--- src/hdl/ntw_pkg.sv ---
// ----------------------------------------------------------------------------
// ntw_pkg: shared types and constants for number_to_word_tokens
// Holds field widths, word codes and the status struct that the
// conversion unit hands to the word sequencer.
// ----------------------------------------------------------------------------
package ntw_pkg;

    localparam int NUM_W  = 31;                   // width of the input number
    localparam int WORD_W = 5;                    // width of one word code
    localparam int DIGITS = 10;                   // decimal digits of a 31-bit value
    localparam int BCD_W  = 4 * DIGITS;
    localparam int CNT_W  = $clog2(NUM_W + 1);

    typedef logic [NUM_W-1:0]  number_t;
    typedef logic [WORD_W-1:0] word_t;
    typedef logic [BCD_W-1:0]  bcd_t;
    typedef logic [3:0]        digit_t;

    // Word codes.
    localparam word_t WORD_ZERO       = 5'd0;
    localparam word_t WORD_TEEN_BASE  = 5'd10;    // Ten plus the ones digit
    localparam word_t WORD_TENS_BASE  = 5'd18;    // Twenty is this plus two
    localparam word_t WORD_HUNDRED    = 5'd28;
    localparam word_t WORD_SCALE_BASE = 5'd28;    // Thousand is this plus one

    // Status of the binary to BCD conversion unit.
    typedef struct packed {
        logic busy;
        logic done;
    } bcd_stat_t;

endpackage

--- src/hdl/ntw_if.sv ---
// ----------------------------------------------------------------------------
// ntw_if: channel interfaces for number_to_word_tokens
// One interface for the input number and one for the emitted word codes,
// each with a valid/ready handshake.
// ----------------------------------------------------------------------------
interface ntw_num_if;
    logic             valid;
    logic             ready;
    ntw_pkg::number_t number;

    modport source (output valid, output number, input ready);
    modport sink   (input valid, input number, output ready);
endinterface

interface ntw_word_if;
    logic           valid;
    logic           ready;
    ntw_pkg::word_t word_code;
    logic           last_word;

    modport source (output valid, output word_code, output last_word, input ready);
    modport sink   (input valid, input word_code, input last_word, output ready);
endinterface

--- src/hdl/ntw_bcd.sv ---
// ----------------------------------------------------------------------------
// ntw_bcd: iterative binary to BCD converter
// A shift-and-add-three unit that moves one bit of the number into the
// decimal digit register per cycle.
// ----------------------------------------------------------------------------
module ntw_bcd (
    input  logic                  clk,
    input  logic                  rst_n,
    input  logic                  start,
    input  ntw_pkg::number_t      value,
    output ntw_pkg::bcd_stat_t    stat,
    output ntw_pkg::bcd_t         digits
);

    ntw_pkg::bcd_t                  digits_reg, digits_next;
    ntw_pkg::number_t               bin_reg, bin_next;
    logic [ntw_pkg::CNT_W-1:0]      cnt_reg, cnt_next;
    logic                           busy_reg, busy_next;
    logic                           done_reg, done_next;
    ntw_pkg::bcd_t                  adj;

    // Every digit of five or more gets three added before the shift, so
    // that the shift carries correctly into the next decimal digit.
    always_comb
    begin
        adj = digits_reg;
        for (int i = 0; i < ntw_pkg::DIGITS; i++)
        begin
            if (digits_reg[i*4 +: 4] >= 4'd5)
            begin
                adj[i*4 +: 4] = digits_reg[i*4 +: 4] + 4'd3;
            end
        end
    end

    always_comb
    begin
        digits_next = digits_reg;
        bin_next    = bin_reg;
        cnt_next    = cnt_reg;
        busy_next   = busy_reg;
        done_next   = busy_reg && (cnt_reg == ntw_pkg::CNT_W'(1));
        if (start)
        begin
            digits_next = '0;
            bin_next    = value;
            cnt_next    = ntw_pkg::CNT_W'(ntw_pkg::NUM_W);
            busy_next   = 1'b1;
        end
        else if (busy_reg)
        begin
            digits_next = {adj[ntw_pkg::BCD_W-2:0], bin_reg[ntw_pkg::NUM_W-1]};
            bin_next    = {bin_reg[ntw_pkg::NUM_W-2:0], 1'b0};
            cnt_next    = cnt_reg - ntw_pkg::CNT_W'(1);
            busy_next   = (cnt_reg != ntw_pkg::CNT_W'(1));
        end
    end

    always_ff @(posedge clk or negedge rst_n)
    begin
        if (!rst_n)
        begin
            cnt_reg  <= '0;
            busy_reg <= 1'b0;
            done_reg <= 1'b0;
        end
        else
        begin
            cnt_reg  <= cnt_next;
            busy_reg <= busy_next;
            done_reg <= done_next;
        end
    end

    always_ff @(posedge clk)
    begin
        digits_reg <= digits_next;
        bin_reg    <= bin_next;
    end

    assign stat.busy = busy_reg;
    assign stat.done = done_reg;
    assign digits    = digits_reg;

`ifndef SYNTHESIS
    a_busy_has_count: assert property (@(posedge clk) disable iff (!rst_n)
        busy_reg |-> (cnt_reg != '0))
        else $error("conversion busy with an empty bit count");

    a_start_sets_busy: assert property (@(posedge clk) disable iff (!rst_n)
        start |=> busy_reg)
        else $error("conversion did not start");

    a_done_after_busy: assert property (@(posedge clk) disable iff (!rst_n)
        done_reg |-> (!busy_reg && $past(busy_reg)))
        else $error("conversion done without a finished run");
`endif

endmodule

--- src/hdl/ntw_words.sv ---
// ----------------------------------------------------------------------------
// ntw_words: word sequencer and output register
// Walks the base-1000 groups of the decimal digits, most significant
// first, and emits the word codes into the output register, advancing only while that register can take a word.
// ----------------------------------------------------------------------------
module ntw_words (
    input  logic                  clk,
    input  logic                  rst_n,
    input  logic                  start,
    input  ntw_pkg::bcd_stat_t    stat,
    input  ntw_pkg::bcd_t         digits,
    output logic                  idle,
    ntw_word_if.source            words
);

    typedef enum logic [7:0] {
        S_IDLE  = 8'b0000_0001,
        S_CONV  = 8'b0000_0010,
        S_ZERO  = 8'b0000_0100,
        S_HDIG  = 8'b0000_1000,
        S_HWORD = 8'b0001_0000,
        S_REST  = 8'b0010_0000,
        S_ONES  = 8'b0100_0000,
        S_SCALE = 8'b1000_0000
    } state_t;

    state_t          state_reg, state_next;
    logic [1:0]      grp_reg, grp_next;
    logic            valid_reg, valid_next;
    ntw_pkg::word_t  word_reg, word_next;
    logic            last_reg, last_next;

    logic            load;
    logic            emit;
    ntw_pkg::word_t  code;
    logic            last;
    ntw_pkg::digit_t hun, ten, one;
    logic            lower_zero;
    logic            grp_zero;
    logic            rest_zero;
    logic            low_grp;

    // Digits of the current group; the top group holds the billions digit.
    always_comb
    begin
        case (grp_reg)
            2'd3:
            begin
                hun        = '0;
                ten        = '0;
                one        = digits[39:36];
                lower_zero = (digits[35:0] == '0);
            end
            2'd2:
            begin
                hun        = digits[35:32];
                ten        = digits[31:28];
                one        = digits[27:24];
                lower_zero = (digits[23:0] == '0);
            end
            2'd1:
            begin
                hun        = digits[23:20];
                ten        = digits[19:16];
                one        = digits[15:12];
                lower_zero = (digits[11:0] == '0);
            end
            default:
            begin
                hun        = digits[11:8];
                ten        = digits[7:4];
                one        = digits[3:0];
                lower_zero = 1'b1;
            end
        endcase
    end

    assign rest_zero = (ten == '0) && (one == '0);
    assign grp_zero  = (hun == '0) && rest_zero;
    assign low_grp   = (grp_reg == 2'd0);
    assign load      = !valid_reg || words.ready;

    always_comb
    begin
        state_next = state_reg;
        grp_next   = grp_reg;
        emit       = 1'b0;
        code       = ntw_pkg::WORD_ZERO;
        last       = 1'b0;
        case (state_reg)
            S_IDLE:
            begin
                if (start)
                begin
                    state_next = S_CONV;
                end
            end
            S_CONV:
            begin
                if (stat.done)
                begin
                    grp_next   = 2'd3;
                    state_next = (digits == '0) ? S_ZERO : S_HDIG;
                end
            end
            S_ZERO:
            begin
                if (load)
                begin
                    emit = 1'b1;
                    last = 1'b1;
                end
            end
            S_HDIG:
            begin
                if (load)
                begin
                    if (grp_zero)
                    begin
                        grp_next = grp_reg - 2'd1;
                    end
                    else if (hun != '0)
                    begin
                        emit       = 1'b1;
                        code       = {1'b0, hun};
                        state_next = S_HWORD;
                    end
                    else
                    begin
                        state_next = S_REST;
                    end
                end
            end
            S_HWORD:
            begin
                if (load)
                begin
                    emit       = 1'b1;
                    code       = ntw_pkg::WORD_HUNDRED;
                    last       = rest_zero && low_grp;
                    state_next = S_REST;
                end
            end
            S_REST:
            begin
                if (load)
                begin
                    state_next = S_SCALE;
                    if (!rest_zero)
                    begin
                        emit = 1'b1;
                        if (ten[3:1] == 3'd0)
                        begin
                            // One to nineteen is a single word.
                            code = ten[0] ? (ntw_pkg::WORD_TEEN_BASE + {1'b0, one})
                                          : {1'b0, one};
                            last = low_grp;
                        end
                        else
                        begin
                            code = ntw_pkg::WORD_TENS_BASE + {1'b0, ten};
                            last = (one == '0) && low_grp;
                            if (one != '0)
                            begin
                                state_next = S_ONES;
                            end
                        end
                    end
                end
            end
            S_ONES:
            begin
                if (load)
                begin
                    emit       = 1'b1;
                    code       = {1'b0, one};
                    last       = low_grp;
                    state_next = S_SCALE;
                end
            end
            S_SCALE:
            begin
                if (load)
                begin
                    if (low_grp)
                    begin
                        state_next = S_IDLE;
                    end
                    else
                    begin
                        emit       = 1'b1;
                        code       = ntw_pkg::WORD_SCALE_BASE + {3'b000, grp_reg};
                        last       = lower_zero;
                        grp_next   = grp_reg - 2'd1;
                        state_next = S_HDIG;
                    end
                end
            end
            default:
            begin
                state_next = S_IDLE;
            end
        endcase
        if (emit && last)
        begin
            state_next = S_IDLE;
        end
    end

    always_comb
    begin
        valid_next = valid_reg;
        word_next  = word_reg;
        last_next  = last_reg;
        if (emit)
        begin
            valid_next = 1'b1;
            word_next  = code;
            last_next  = last;
        end
        else if (words.ready)
        begin
            valid_next = 1'b0;
        end
    end

    always_ff @(posedge clk or negedge rst_n)
    begin
        if (!rst_n)
        begin
            state_reg <= S_IDLE;
            grp_reg   <= '0;
            valid_reg <= 1'b0;
        end
        else
        begin
            state_reg <= state_next;
            grp_reg   <= grp_next;
            valid_reg <= valid_next;
        end
    end

    always_ff @(posedge clk)
    begin
        word_reg <= word_next;
        last_reg <= last_next;
    end

    assign idle            = (state_reg == S_IDLE);
    assign words.valid     = valid_reg;
    assign words.word_code = word_reg;
    assign words.last_word = last_reg;

`ifndef SYNTHESIS
    a_done_while_waiting: assert property (@(posedge clk) disable iff (!rst_n)
        (stat.busy || stat.done) |-> (state_reg == S_CONV))
        else $error("conversion active while the sequencer was not waiting");

    a_last_ends_run: assert property (@(posedge clk) disable iff (!rst_n)
        (emit && last) |=> (state_reg == S_IDLE))
        else $error("sequencer kept running after the final word");

    a_zero_is_alone: assert property (@(posedge clk) disable iff (!rst_n)
        (state_reg == S_ZERO && emit) |-> (last && code == ntw_pkg::WORD_ZERO))
        else $error("zero word emitted without the last flag");
`endif

endmodule

--- src/hdl/number_to_word_tokens.sv ---
// ----------------------------------------------------------------------------
// number_to_word_tokens: English name of an integer as word codes
// Accepts a 31-bit unsigned number and emits its English name, most
// significant group first, as a run of 5-bit word codes.
// ----------------------------------------------------------------------------
// The block takes one number at a time. On acceptance the number is turned
// into ten decimal digits by a shift-and-add-three converter that moves one
// bit per cycle. The word sequencer then walks the four base-1000 groups
// from billions down, one step per cycle while the output register can take
// a word: a hundreds digit and Hundred, a word for one to nineteen or a
// tens word and a ones word, and the scale word. Steps with nothing to say
// and all-zero groups give no word. A zero input gives the single word
// Zero. Input ready is high only while the sequencer is idle. Words leave
// through an output register that holds each word until the sink is ready,
// and the final word of each run carries last_word. Word codes are 0 Zero,
// 1 to 19 One to Nineteen, 20 to 27 Twenty to Ninety, 28 Hundred,
// 29 Thousand, 30 Million and 31 Billion.
// ----------------------------------------------------------------------------
module number_to_word_tokens (
    input  logic        clk,
    input  logic        rst_n,
    ntw_num_if.sink     num,
    ntw_word_if.source  words
);

    ntw_pkg::bcd_stat_t bcd_stat;
    ntw_pkg::bcd_t      digits;
    logic               idle;
    logic               accept;

    // A new number is taken only when the previous run has been handed
    // to the output register in full.
    assign num.ready = idle;
    assign accept    = num.valid && idle;

    // Binary to BCD unit.
    ntw_bcd u_bcd (
        .clk    (clk),
        .rst_n  (rst_n),
        .start  (accept),
        .value  (num.number),
        .stat   (bcd_stat),
        .digits (digits)
    );

    // Group walker and output register.
    ntw_words u_words (
        .clk    (clk),
        .rst_n  (rst_n),
        .start  (accept),
        .stat   (bcd_stat),
        .digits (digits),
        .idle   (idle),
        .words  (words)
    );

endmodule
--- src/flat_wrapper.sv ---
// flat-port wrapper written by rule: the top's interface ports become plain ports
module number_to_word_tokens_flat 
  (clk, rst_n, num_valid, num_number, num_ready, words_valid, words_word_code, words_last_word, words_ready);
  ntw_num_if num_i ();
  ntw_word_if words_i ();
  input  logic clk;
  input  logic rst_n;
  input wire logic [$bits(num_i.valid)-1:0] num_valid;
  input wire logic [$bits(num_i.number)-1:0] num_number;
  output wire logic [$bits(num_i.ready)-1:0] num_ready;
  output wire logic [$bits(words_i.valid)-1:0] words_valid;
  output wire logic [$bits(words_i.word_code)-1:0] words_word_code;
  output wire logic [$bits(words_i.last_word)-1:0] words_last_word;
  input wire logic [$bits(words_i.ready)-1:0] words_ready;
  assign num_i.valid = num_valid;
  assign num_i.number = num_number;
  assign num_ready = num_i.ready;
  assign words_valid = words_i.valid;
  assign words_word_code = words_i.word_code;
  assign words_last_word = words_i.last_word;
  assign words_i.ready = words_ready;
  number_to_word_tokens u_core (.clk(clk), .rst_n(rst_n), .num(num_i), .words(words_i));
endmodule
--- config.mk ---
export PLATFORM = sky130hd
export DESIGN_NAME = number_to_word_tokens_flat
export DESIGN_NICKNAME = d
export VERILOG_FILES = /design/src/hdl/ntw_pkg.sv /design/src/hdl/ntw_if.sv /design/src/hdl/ntw_bcd.sv /design/src/hdl/ntw_words.sv /design/src/hdl/number_to_word_tokens.sv /design/src/flat_wrapper.sv
export SDC_FILE = /design/constraint.sdc
export NUM_CORES = 1
export LEC_CHECK = 0
export ABC_CLOCK_PERIOD_IN_PS = 3100
export BUFFER_PORTS_ARGS = -buffer_cell sky130_fd_sc_hd__buf_2
export CAP_MARGIN = 5
export CELL_PAD_IN_SITES_DETAIL_PLACEMENT = 1
export CELL_PAD_IN_SITES_GLOBAL_PLACEMENT = 1
export CORE_UTILIZATION = 40
export DETAILED_ROUTE_END_ITERATION = 16
export PLACE_DENSITY_LB_ADDON = 0.1
export SLEW_MARGIN = 15
export SYNTH_ARGS = -nofsm -noshare
export SYNTH_HDL_FRONTEND = slang
export SYNTH_SLANG_ARGS = --single-unit
--- constraint.sdc ---
create_clock -name clk -period 3.1 [get_ports clk]
set_clock_uncertainty 0.15 [all_clocks]
set_input_delay 0.31 -clock clk [delete_from_list [all_inputs] [get_ports clk]]
set_output_delay 0.31 -clock clk [all_outputs]
set_load 0.03 [all_outputs]
Word level (Yosys, flattened, before mapping)
Cells that the tools add are included.
{ "word_totals": {"rom_bits": 0, "out_inout_bits": 8, "ram_bits": 0, "mem_count": 0, "input_bits": 35, "latch_bits": 0, "regBits": 95, "elab_cells": 161} }
{ "classes": {"n_reduce_logical": 26, "div": 0, "bitwise_logic": 0, "n_addsub": 15, "shift": 0, "n_mul": 0, "n_mux": 73, "order_cmp": 10, "n_eq_ne": 27} }
{ "ops": {"columns": ["cell", "n"], "rows": [
  ["2-to-1 mux 8 bit", 12],
  ["case mux 8 bit (8 select lines)", 1],
  ["2-to-1 mux 31 bit", 2],
  ["2-to-1 mux 4 bit", 15],
  ["2-to-1 mux 5 bit", 9],
  ["greater-or-equal comparator 4 x 3 -> 1 bit (second input constant)", 10],
  ["zero test 40 bit", 1],
  ["adder 4 x 2 -> 4 bit (second input constant)", 9],
  ["zero test 36 bit", 1],
  ["case mux 4 bit (3 select lines)", 3],
  ["case mux 5 bit (5 select lines)", 1],
  ["zero test 24 bit", 1],
  ["!= test 3 bit (second input constant)", 7],
  ["2-to-1 mux 1 bit", 19],
  ["zero test 12 bit", 1],
  ["zero test 4 bit", 3],
  ["2-to-1 mux 2 bit", 5],
  ["!= test 2 bit (second input constant)", 5],
  ["AND reduction 9 bit", 1],
  ["equality test 8 x 1 -> 1 bit (second input constant)", 1],
  ["equality test 8 x 2 -> 1 bit (second input constant)", 1],
  ["equality test 8 x 3 -> 1 bit (second input constant)", 1],
  ["equality test 8 x 4 -> 1 bit (second input constant)", 1],
  ["equality test 8 x 5 -> 1 bit (second input constant)", 1],
  ["31 further kinds", 40]
]} }

Depth between registers and ports, before layout
{ "logic_depth": {"depth_word": 11, "depth_mapped": 12, "ltp_nobuf": 10} }

Cells and area by module
Synthesis repeated with hierarchy kept, for this count alone.
{ "unflattened": {"hier_cells": 602, "hier_area_um2": 5759.3} }
{ "by_module_without_submodules": {"columns": ["module", "seq_area_each_um2", "area_each_um2", "cells_each", "instances"], "rows": [
  ["ntw_bcd", 1906.8, 4020.1, 399, 1],
  ["ntw_words", 456.7, 1732.9, 202, 1],
  ["number_to_word_tokens", 0.0, 6.3, 1, 1]
]} }

Least setup slack after synthesis
No wires, ideal clock.
{ "synth_path": {"path_kind": "register to register", "from": "reg u_core.u_words.state_reg[5]", "to": "reg u_core.u_bcd.bin_reg[0], enable pin", "setup_time_ns": 0.388, "path_slack_ns": -0.007, "period_less_slack_ns": 3.107, "n_path_buf": 4, "path_stages_with_launch": 11, "arrival_ns": 2.568, "t_required_ns": 2.562, "path_cell_list": "dfrtp_1 > clkbuf_1 > nor2_1 > nand2_1 > nor2_1 > and3_1 > buf_2 > nand2_1 > clkbuf_1 > clkbuf_1 > nand2_1"} }
{ "synth_between": {"elab_chain_cells": 3} }
{ "synth_rtl": {"columns": ["element", "line_no", "source"], "rows": [
  ["start, declared", "ntw_words.sv:27", "state_t state_reg, state_next;"],
  ["start signal, assigned", "ntw_words.sv:237", "state_reg <= state_next;"],
  ["equality test 8 x 1 -> 1 bit", "ntw_words.sv:249", "assign idle = (state_reg == S_IDLE);"],
  ["named net num_ready", "flat_wrapper.sv:10", "output wire logic [$bits(num_i.ready)-1:0] num_ready;"],
  ["logical AND 1 bit", "number_to_word_tokens.sv:34", "assign accept = num.valid && idle;"],
  ["nonzero test 2 bit (no line)", null, null],
  ["end signal, assigned", "ntw_bcd.sv:78", "bin_reg <= bin_next;"],
  ["end, declared", "ntw_bcd.sv:16", "ntw_pkg::number_t bin_reg, bin_next;"]
]} }
The timed path passes the listed nets, and every way through them passes these cells.
A chain may end at the register's enable or synchronous reset.

Final worst setup path
{ "layout_path": {"from": "reg u_core.u_words.grp_reg[1]", "to": "reg u_core.u_words.grp_reg[1]"} }
{ "layout_between": {"elab_chain_cells": 7, "word_cells_on_any_way": 21, "cone_classes": "add/sub (1); eq/ne (5); mux (8); reduce/logical (7)"} }
{ "layout_rtl": {"columns": ["element", "line_no", "source"], "rows": [
  ["start, declared", "ntw_words.sv:28", "logic [1:0] grp_reg, grp_next;"],
  ["start signal, assigned", "ntw_words.sv:238", "grp_reg <= grp_next;"],
  ["equality test 2 x 1 -> 1 bit / equality test 2 bit (equally long branches)", "ntw_words.sv:46", "case (grp_reg)"],
  ["case mux 4 bit (3 select lines)", "ntw_words.sv:46", null],
  ["zero test 4 bit", "ntw_words.sv:78", "assign rest_zero = (ten == '0) && (one == '0);"],
  ["logical AND 1 bit", "ntw_words.sv:78", null],
  ["logical AND 1 bit", "ntw_words.sv:79", "assign grp_zero = (hun == '0) && rest_zero;"],
  ["!= test 2 bit (no line)", null, null],
  ["AND reduction 6 bit (no line)", null, null]
]} }
Parallel ways exist; a longest one is shown, timed or not. The select of a mux whose other input is x is not followed.

==> impl_metrics.env <==
export IMPL_post_route_min_period_ns=2.96
export IMPL_critical_path_startpoint="u_core.u_words.grp_reg[1]"
export IMPL_synthesis_instances=672
export IMPL_worst_ir_drop_on_vdd_mv=0.473
export IMPL_yosys_warnings=0
export IMPL_critical_register_to_register_path_startpoint="u_core.u_words.grp_reg[1]"
export IMPL_wl_per_cell_um=16.8
export IMPL_reg2regPathDepth=10
export IMPL_layout_setup_ws_ns=0.142
export IMPL_routed_wl_um=15100
export IMPL_clock_power_share_pct=18.1
export IMPL_worst_skew_pair_late_latency_ns=0.35
export IMPL_maxClockFrequency_mhz=338
export IMPL_place_detailed_hpwl_um=11000
export IMPL_crit_type="reg2reg"
export IMPL_clockBufferDepth=2
export IMPL_num_vias=4863
export IMPL_grt_start_max_net_pins=71
export IMPL_period_utilization_pct=95.4
export IMPL_finish_net_count=790
export IMPL_worst_hold_startpoint="num_number[15]"
export IMPL_post_synth_cell_area_avg_um2=8.47
export IMPL_global_route_usage_total_pct=21.6
export IMPL_min_delay_path_class="in2reg"
export IMPL_worst_path_largest_cell_delay_ns=0.41
export IMPL_diodes=0
export IMPL_power_switching_uw=2960
export IMPL_chipWidth_um=121
export IMPL_timing_critical_path_slowest_stage_cell="sky130_fd_sc_hd__dfrtp_1"
export IMPL_crit_required_ns=3.18
export IMPL_run_status="complete, no violations"
export IMPL_grt_antenna_before_repair=0
export IMPL_tritoncts_num_buffers=9
export IMPL_detail_route_antenna_nets=0
export IMPL_area_delta_synth_final_pct=15.0
export IMPL_cts_root_buffer_cell="sky130_fd_sc_hd__clkbuf_16"
export IMPL_cellLeakagePower_uw=0.00293
export IMPL_setup_viol=0
export IMPL_utilization_pct=47.2
export IMPL_port_buffer_count=42
export IMPL_critical_path_buf_inv_count=2
export IMPL_power_frac_seq_pct=34.8
export IMPL_postSynth_topFlopCell="sky130_fd_sc_hd__dfxtp_1"
export IMPL_row_count=43
export IMPL_first_global_vias=4913
export IMPL_p_int_uw=4060
export IMPL_clkSlewWorstSetupHoldPaths_ns=0.07
export IMPL_power_share_combinational_pct=47.2
export IMPL_largest_register_ffs=40
export IMPL_yosys_cell_types_count=53
export IMPL_power_density_cell_area_nw_per_um2=1070
export IMPL_final_max_slew_viol_count=0
export IMPL_p_sw_share_pct=42.1
export IMPL_grt_remaining_overflow=0
export IMPL_viasPerCell=5.40
export IMPL_place_gp_congestion=0.823
export IMPL_synth_top_area_cell="sky130_fd_sc_hd__edfxtp_1"
export IMPL_cell_chain_of_the_critical_path="inv_1 > ha_1 > buf_4 > a222oi_1 > mux2i_2 > nor4_4 > and2_1 > a21oi_1 > a221oi_2 > mux2_2"
export IMPL_synthesis_area_um2=5690
export IMPL_cts_tree="done"
export IMPL_critical_path_endpoint_type="register"
export IMPL_synth_async_reset_ratio_pct=18.9
export IMPL_initialDrtViolationCount=258
export IMPL_post_route_cells_drive_above_1_share_pct=12.8
export IMPL_dr_pass1_iters=4
export IMPL_design_core_area_um2=13900
export IMPL_drv_max_cap_violation_count=0
export IMPL_cts_htree_levels=3
export IMPL_io_pins=43
export IMPL_final_hold_viol_count=0
export IMPL_die_h_um=121
export IMPL_worst_path_dominant_cell_family="compound AO/OA/AOI/OAI gates"
export IMPL_crit_path_start_kind="register"
export IMPL_place_worst_setup_slack_ns=0.0805
export IMPL_grt_pass1_wl_um=24600
export IMPL_hold_path_depth=3
export IMPL_synth_top_area_share_pct=19.5
export IMPL_die_area_um2=14700
export IMPL_yosysSeqAreaShare_pct=41.5
export IMPL_worst_ep_arrival_time_ns=3.04
export IMPL_netlist_top_cells_area="sky130_fd_sc_hd__edfxtp_1, sky130_fd_sc_hd__dfxtp_1, sky130_fd_sc_hd__nand2_1"
export IMPL_mappedNetlistNets=746
export IMPL_worstMarginPinSlew_ns=0.679
export IMPL_synth_edff_count=37
export IMPL_numClockSinks=95
export IMPL_crit_cells=10
export IMPL_synth_ff_latch_count=95
export IMPL_slew_headroom_pct=54.3
export IMPL_drc=0
export IMPL_initial_core_util_pct=41.0
export IMPL_critical_path_max_fanout=10
## final cells by class
| cell class | instances | area (um^2) |
|---|---|---|
| multi-input cells | 514 | 3100 |
| fillers | 1644 | 7330 |
| clock buffers | 12 | 236 |
| clock inverters | 4 | 97.6 |
| flip-flops and latches | 95 | 2360 |
| repair buffers | 65 | 410 |
| well taps | 180 | 225 |
| inverters | 31 | 116 |
## cell families after synthesis
| kind of cell | after synthesis | share of synthesized area [%] |
|---|---|---|
| compound gates | 140 | 15.0 |
| simple gates | 291 | 23.2 |
| mux | 21 | 3.78 |
| fa+ha+maj | 39 | 8.57 |
| buf+inv | 63 | 4.46 |
| xor+xnor | 23 | 3.54 |
| flops | 95 | 41.5 |
## worst paths after layout
| check | endpoint | slack (ns) |
|---|---|---|
| worst min register to register | u_core.u_bcd.digits[3] | 0.36 |
| min in group asynchronous | u_core.u_bcd.busy_reg | 0.28 |
| worst max-delay path | u_core.u_words.grp_reg[1] | 0.14 |
| worst max register to register | u_core.u_words.grp_reg[1] | 0.14 |
| max in group asynchronous | u_core.u_words.state_reg[0] | 2.19 |
| worst min-delay path | u_core.u_bcd.bin_reg[15] | 0.06 |
## Yosys cell counts (all sizes together), types with 2 or more instances
library cell,n
o22ai,6
or4,2
nor2b,6
clkbuf,20
nand2,146
inv,30
edfxtp,37
a22oi,4
and3,4
nor4,5
nor3b,6
o21a,2
and2,4
a221oi,2
xnor2,16
nand4,3
nor3,12
buf,12
a221o,7
dfxtp,40
a222oi,4
nand2b,16
a21oi,50
nor4b,2
ha,39
dfrtp,17
nand4b,2
nand3,16
xor2,7
o21ai,47
or3,3
mux2i,20
and4,3
nor2,60
a211oi,11
## power by group through the flow
stage / combinational, uW / sequential (uW) / clock [uW]
4_1_cts: 3290 / 2440 / 1310
3_5_place_dp: 3260 / 2460 / 0
5_1_grt: 3760 / 2510 / 1350
6_report: 3310 / 2440 / 1270
3_3_place_gp: 3090 / 2430 / 0
2_1_floorplan: 2440 / 2270 / 0
## cells in the final DEF, fill, tap and decap left out, types with 6 or more instances in the layout
| cell type | count |
|---|---|
| sky130_fd_sc_hd__nand2_1 | 145 |
| sky130_fd_sc_hd__o22ai_1 | 6 |
| sky130_fd_sc_hd__ha_1 | 38 |
| sky130_fd_sc_hd__inv_1 | 30 |
| sky130_fd_sc_hd__xnor2_1 | 16 |
| sky130_fd_sc_hd__dfrtp_1 | 17 |
| sky130_fd_sc_hd__a211oi_1 | 10 |
| sky130_fd_sc_hd__a21oi_1 | 50 |
| sky130_fd_sc_hd__o21ai_0 | 46 |
| sky130_fd_sc_hd__nor3b_1 | 6 |
| sky130_fd_sc_hd__nand2b_1 | 16 |
| sky130_fd_sc_hd__dfxtp_1 | 40 |
| sky130_fd_sc_hd__buf_4 | 20 |
| sky130_fd_sc_hd__nor3_1 | 12 |
| sky130_fd_sc_hd__mux2i_1 | 17 |
| sky130_fd_sc_hd__nor2_1 | 59 |
| sky130_fd_sc_hd__nand3_1 | 16 |
| sky130_fd_sc_hd__a221o_1 | 7 |
| sky130_fd_sc_hd__nor2b_1 | 6 |
| sky130_fd_sc_hd__edfxtp_1 | 37 |
| sky130_fd_sc_hd__buf_2 | 42 |
| sky130_fd_sc_hd__clkbuf_16 | 9 |
| sky130_fd_sc_hd__xor2_1 | 7 |
## per-layer routing
| layer | share of wire, % | track usage [%] |
|---|---|---|
| met5 | 0 | 0 |
| met4 | 1.3 | 6.79 |
| met3 | 2.9 | 3.67 |
| met2 | 49 | 37.4 |
| met1 | 46 | 27.1 |
## through the flow
stage | cells | total power (uW) | area [um^2] | hold WS [ns] | TNS [ns]
2_1_floorplan | 672 | 4710 | 5700 | -0.136 | 0
3_3_place_gp | 881 | 5520 | 6160 | 0.119 | 0
3_5_place_dp | 881 | 5720 | 6160 | 0.120 | 0
4_1_cts | 898 | 7050 | 6510 | 0.0523 | 0
5_1_grt | 901 | 7620 | 6550 | 0.0700 | -0.0506
6_report | 901 | 7020 | 6550 | 0.0641 | 0
## worst reg2reg max path: stages, from the launching register on
cell	delay [ns]
sky130_fd_sc_hd__dfrtp_1	0.41
sky130_fd_sc_hd__inv_1	0.10
sky130_fd_sc_hd__ha_1	0.24
sky130_fd_sc_hd__buf_4	0.19
sky130_fd_sc_hd__a222oi_1	0.29
sky130_fd_sc_hd__mux2i_2	0.16
sky130_fd_sc_hd__nor4_4	0.40
sky130_fd_sc_hd__and2_1	0.21
sky130_fd_sc_hd__a21oi_1	0.08
sky130_fd_sc_hd__a221oi_2	0.24
sky130_fd_sc_hd__mux2_2	0.37
## timing repair
action                                 CTS  global route
hold buffers                             1             0
gates resized for setup                  0             6
setup endpoints to repair                0             8
endpoints found under the hold margin   17             0
setup buffers                            0             3
No activity file was read; power rests on OpenSTA's default activity.
